===== src/sv/q2e_pkg.sv =====
// ----------------------------------------------------------------------------
// q2e_pkg: shared types, constants and tables for the quaternion-to-bins block
// Holds the pipeline word, the CORDIC arctangent table and the bin count.
// ----------------------------------------------------------------------------
package q2e_pkg;

  localparam int BINS       = 18;
  localparam int STEPS      = 31;
  localparam int SQ_STEPS   = 29;          // isqrt of a 57-bit value, one bit a cell
  localparam int AW         = 34;          // angle accumulator width
  localparam int XW         = 46;          // CORDIC x/y width (2^41 plus growth)
  localparam int TW         = 36;          // Q2.28 term width (|t| <= 2^32)
  localparam int SW         = 58;          // square root remainder width
  localparam int BIN_W      = 5;

  localparam logic signed [AW-1:0] HALF_TURN    = AW'(64'sd2147483648);
  localparam logic signed [AW-1:0] QUARTER_TURN = AW'(64'sd1073741824);
  localparam logic signed [XW-1:0] NORM_LIMIT   = XW'(64'sd1099511627776);
  localparam logic signed [TW-1:0] ONE_Q28      = TW'(64'sd268435456);

  localparam int ATW = 31;
  typedef logic [ATW-1:0] atan_t;

  function automatic atan_t arctab(input logic [4:0] i);
    case (i)
      5'd0:  arctab = 31'h20000000;  5'd1:  arctab = 31'h12E4051E;
      5'd2:  arctab = 31'h09FB385B;  5'd3:  arctab = 31'h051111D4;
      5'd4:  arctab = 31'h028B0D43;  5'd5:  arctab = 31'h0145D7E1;
      5'd6:  arctab = 31'h00A2F61E;  5'd7:  arctab = 31'h00517C55;
      5'd8:  arctab = 31'h0028BE53;  5'd9:  arctab = 31'h00145F2F;
      5'd10: arctab = 31'h000A2F98;  5'd11: arctab = 31'h000517CC;
      5'd12: arctab = 31'h00028BE6;  5'd13: arctab = 31'h000145F3;
      5'd14: arctab = 31'h0000A2FA;  5'd15: arctab = 31'h0000517D;
      5'd16: arctab = 31'h000028BE;  5'd17: arctab = 31'h0000145F;
      5'd18: arctab = 31'h00000A30;  5'd19: arctab = 31'h00000518;
      5'd20: arctab = 31'h0000028C;  5'd21: arctab = 31'h00000146;
      5'd22: arctab = 31'h000000A3;  5'd23: arctab = 31'h00000051;
      5'd24: arctab = 31'h00000029;  5'd25: arctab = 31'h00000014;
      5'd26: arctab = 31'h0000000A;  5'd27: arctab = 31'h00000005;
      5'd28: arctab = 31'h00000003;  5'd29: arctab = 31'h00000001;
      5'd30: arctab = 31'h00000001;
      default: arctab = '0;
    endcase
  endfunction

  // one CORDIC lane in flight
  typedef struct packed {
    logic signed [XW-1:0] x;
    logic signed [XW-1:0] y;
    logic signed [AW-1:0] acc;
    logic                 done;   // special case settled, acc final
  } lane_t;

  // square root cell state: remainder, partial root, pitch term carried along
  typedef struct packed {
    logic [SW-1:0]        rem;
    logic [29:0]          root;
    logic signed [TW-1:0] s;
  } sq_t;

endpackage


===== src/sv/q2e_sqrt_cell.sv =====
// ----------------------------------------------------------------------------
// q2e_sqrt_cell: one restoring square-root step
// Resolves one root bit and hands remainder and partial root onward.
// ----------------------------------------------------------------------------
module q2e_sqrt_cell
  import q2e_pkg::*;
(
  input  logic        clk,
  input  logic [4:0]  step,    // bit weight index (2*step is the bit position)
  input  logic        en,
  input  sq_t         d_in,
  input  lane_t       r_in,
  input  lane_t       w_in,
  output sq_t         d_out,
  output lane_t       r_out,
  output lane_t       w_out
);

  sq_t d_nxt;
  sq_t d_r;
  lane_t r_r;
  lane_t w_r;
  logic [SW-1:0] trial;

  // remainder / root form: test (4*root+1) << 2k against remainder
  always_comb begin
    trial = ((SW'(d_in.root) << 2) | SW'(1)) << {step, 1'b0};
    d_nxt = d_in;
    d_nxt.root = d_in.root << 1;
    if (d_in.rem >= trial) begin
      d_nxt.rem  = d_in.rem - trial;
      d_nxt.root = (d_in.root << 1) | 30'd1;
    end
  end

  always_ff @(posedge clk) begin
    if (en) begin
      d_r <= d_nxt;
      r_r <= r_in;
      w_r <= w_in;
    end
  end

  assign d_out = d_r;
  assign r_out = r_r;
  assign w_out = w_r;

endmodule


===== config.mk =====
export PLATFORM = sky130hd
export DESIGN_NAME = q2e_sqrt_cell
export DESIGN_NICKNAME = d
export VERILOG_FILES = /design/src/sv/q2e_pkg.sv /design/src/sv/q2e_sqrt_cell.sv
export SDC_FILE = /design/constraint.sdc
export NUM_CORES = 1
export LEC_CHECK = 0
export ABC_AREA = 1
export BUFFER_PORTS_ARGS = -buffer_cell sky130_fd_sc_hd__buf_2
export CORE_AREA = 5 5 298 300
export DETAILED_ROUTE_END_ITERATION = 8
export DIE_AREA = 0 0 303 305
export SETUP_SLACK_MARGIN = 0.05
export SYNTH_ARGS = -nofsm -noshare
export SYNTH_HDL_FRONTEND = slang
export SYNTH_SLANG_ARGS = --single-unit

===== constraint.sdc =====
create_clock -name clk -period 4 [get_ports clk]
set_input_delay 0.6 -clock clk [delete_from_list [all_inputs] [get_ports clk]]
set_output_delay 0.6 -clock clk [all_outputs]
set_load 0.02 [all_outputs]

==> results.yml <==
grt:
  antenna_found_initial: 36
  gr-usage-all-layers_pct: 24.4
  grt_pass1_vias: 18500
  overflow: 0
  grt_max_degree: 93
  grt_pass1_wl_um: 154000
pwr:
  power_mw: 12.4
  p_leak_nw: 14.0
  swShare_pct: 34.1
  p_int_mw: 8.16
  seqPwrFrac_pct: 40.2
  p_sw_mw: 4.22
  combPwrFrac_pct: 28.8
  clockPowerShare_pct: 31.0
  p_per_area_nw_per_um2: 438
  irDropWorstVdd_mv: 0.293
final_layout:
  finalCoreUtilization_pct: 32.9
  final_area_um2: 28200
  final_nets: 3626
  area_delta_synth_final_pct: 46.5
  nFillCells: 9183
  drive_above_1_share_pct: 36.8
  final_cells: 4376
clocking:
  clockRootBuffer: "clkbuf_16"
  cts_tree: "yes"
  cts_resized: 0
  cts.htree.levels: 2
  ctsHoldBuffers: 0
  ctsLongestPathBuffers: 3
  clock_sinks: 378
  clkTransAtPathRegs_ns: 0.06
  post-cts-setup-buffers: 0
  cts-buffers-inserted: 43
place:
  dpl.hpwl_um: 103000
  placed_cells: 4291
  numPortBuffers: 762
  placed_area_um2: 26800
  gp_congestion: 1.02
  pre_cts_ws_ns: -0.522
yosys:
  syn-cell-area_um2: 19300
  synthArstFlopShare_pct: 0
  yosysWarnings: 0
  yosysTopAreaCellShare_pct: 58.9
  synthCells: 2103
  synth_ff_type: "edfxtp_1"
  ys_seq_area_share_pct: 58.9
  ys_ff_latch: 378
  yosys.cell_count.top_type: "nand2_1"
  synth_edf_count: 378
  avgSynthCellArea_um2: 9.16
  synth_area_leaders: "edfxtp_1 59%, nand2_1 14%, inv_1 6.9%, ha_1 3.9%, nor2_1 2.6%"
  synthDistinctLibCells: 42
  synth_nets: 2548
  synth_top_cell_by_area: "edfxtp_1"
  synth_common_cells: "740 x nand2_1, 378 x edfxtp_1, 353 x inv_1, 132 x nor2_1, 87 x o21ai_0"
drt:
  dr.pass1.iters: 6
  avgViaCountPerCell: 4.37
  antenna_left: 0
  finalWirelength_um: 118000
  wire_per_inst_um: 27.0
  via_count: 19100
  post-route-drc-count: 0
  drtIter0Drc: 1431
die:
  dieHeight_um: 305
  io_pins: 763
  die_width_um: 303
  num_rows: 108
  start_util_pct: 22.4
  die-area_um2: 92400
  core_area_um2: 85900
min_path:
  hold_depth: 1
  worstHoldStart: "w_in[111]"
  min_to: "w_out[111]"
  hold_class: "in -> reg"
timing:
  layout_min_cycle_time_ns: 3.81
  post-route-period-util_pct: 95.3
  hold_ws_ns: 0.179
  slew_viol_final: 0
  layout_setup_ws_ns: 0.188
  hold_viol_final: 0
  fmax_mhz: 262
  setup_tns_ns: 0
  slew-limit-headroom_pct: 50.3
  rsz0062_at_grt: "yes"
  setup_viol: 0
  worst_pin_slew_ns: 0.745
worst_setup_path:
  worstPathCellList: "buf_2 > buf_4 > buf_4 > mux2i_1 > nand2_1 > a31oi_1 > nor2_1 > a211oi_1 > buf_4 > ha_1 > nand2_1 > nand2_1 > nand2_1 > nand2_1 > a21oi_1 > nand2_1 > a21oi_2 > nand3_4 > buf_12 > nand3_1 > nand2_1"
  cp-start-kind: "input pin"
  slowest_stage: "ha_1"
  required_ns: 4.32
  crit_buf_inv: 5
  cp_max_fo: 18
  crit_family: "simple AND/OR/NAND/NOR gates"
  cp_data_arrival_time_ns: 4.13
  crit_top_cell: "nand2_1"
  cpPeakStageDelay_ns: 0.32
  crit_path_end_kind: "register"
  path_class: "in -> reg"
run_status:
  status: "completed"
job:
  maxCapViolations: 0
## sequential cells by signal, summed over array words and instances, names as in the netlist
name,count
r_out,127
d_out,124
w_out,127
## metal layers
layer  part of all wire (%)  global-route usage (%)  wire [um]  vias up
met1                     38                    27.6      44600     9121
met4                    3.9                    8.69       4620       24
met3                     12                    11.3      13900      167
met2                     46                    40.4      54900      818
li1                       -                       -          -     9008
met5                   0.14                       0        161        -
## worst max path at each step
stage | start | endpoint | depth (start not counted)
3_5_place_dp | step[0] | d_out[108] | 24
5_1_grt | step[0] | d_out[110] | 25
2_1_floorplan | step[4] | d_out[111] | 17
4_1_cts | step[0] | d_out[108] | 24
3_3_place_gp | step[0] | d_out[108] | 24
6_report | step[0] | d_out[108] | 21
## final cells by class
| class | count | area [um^2] | area share (%) |
|---|---|---|---|
| Antenna cell | 9 | 22.5 | 0.0798 |
| Clock buffer | 51 | 1110 | 3.92 |
| Clock inverter | 25 | 221 | 0.784 |
| Inverter | 361 | 1360 | 4.80 |
| Multi-Input combinational cell | 1322 | 6400 | 22.7 |
| Sequential cell | 378 | 11400 | 40.2 |
| Tap cell | 1155 | 1450 | 5.12 |
| Timing Repair Buffer | 1075 | 6340 | 22.5 |
## cells in the final DEF, fill, tap and decap left out, types with 13 or more instances in the layout
| cell type | netlist | routed |
|---|---|---|
| inv_1 | 353 | 353 |
| nor2_1 | 132 | 130 |
| or2_2 | 14 | 14 |
| a21oi_1 | 37 | 35 |
| buf_12 | 0 | 13 |
| edfxtp_1 | 378 | 378 |
| clkinv_1 | 4 | 14 |
| buf_2 | 19 | 761 |
| nand3_1 | 76 | 76 |
| o22ai_1 | 24 | 24 |
| nor3_1 | 17 | 15 |
| clkbuf_16 | 0 | 43 |
| ha_1 | 60 | 60 |
| nand4_1 | 41 | 41 |
| o21ai_0 | 87 | 80 |
| buf_4 | 1 | 299 |
| xor2_1 | 27 | 27 |
| nand2_1 | 740 | 738 |
## power groups by stage
stage                     Sequential (mW)  Clock, mW  Combinational, mW
after global placement               5.05          0               3.56
after floorplan                      5.50          0               1.11
final                                4.97       3.84               3.57
after global routing                 5.00       4.11               3.84
after detailed placement             5.05          0               3.55
after CTS                            4.98       3.94               3.57
## logic make-up after synthesis
logic type                 after synthesis  synth area share [%]
xor gates and xnor gates                28                  1.27
muxes                                    2                 0.104
buffers and inverters                  403                  8.12
DFF                                    378                  58.9
adders and majority gates               60                  3.90
and+or+nand+nor                       1062                  22.9
AOI/OAI and AO/OA                      170                  4.78
(Power assumes the default switching activity.)
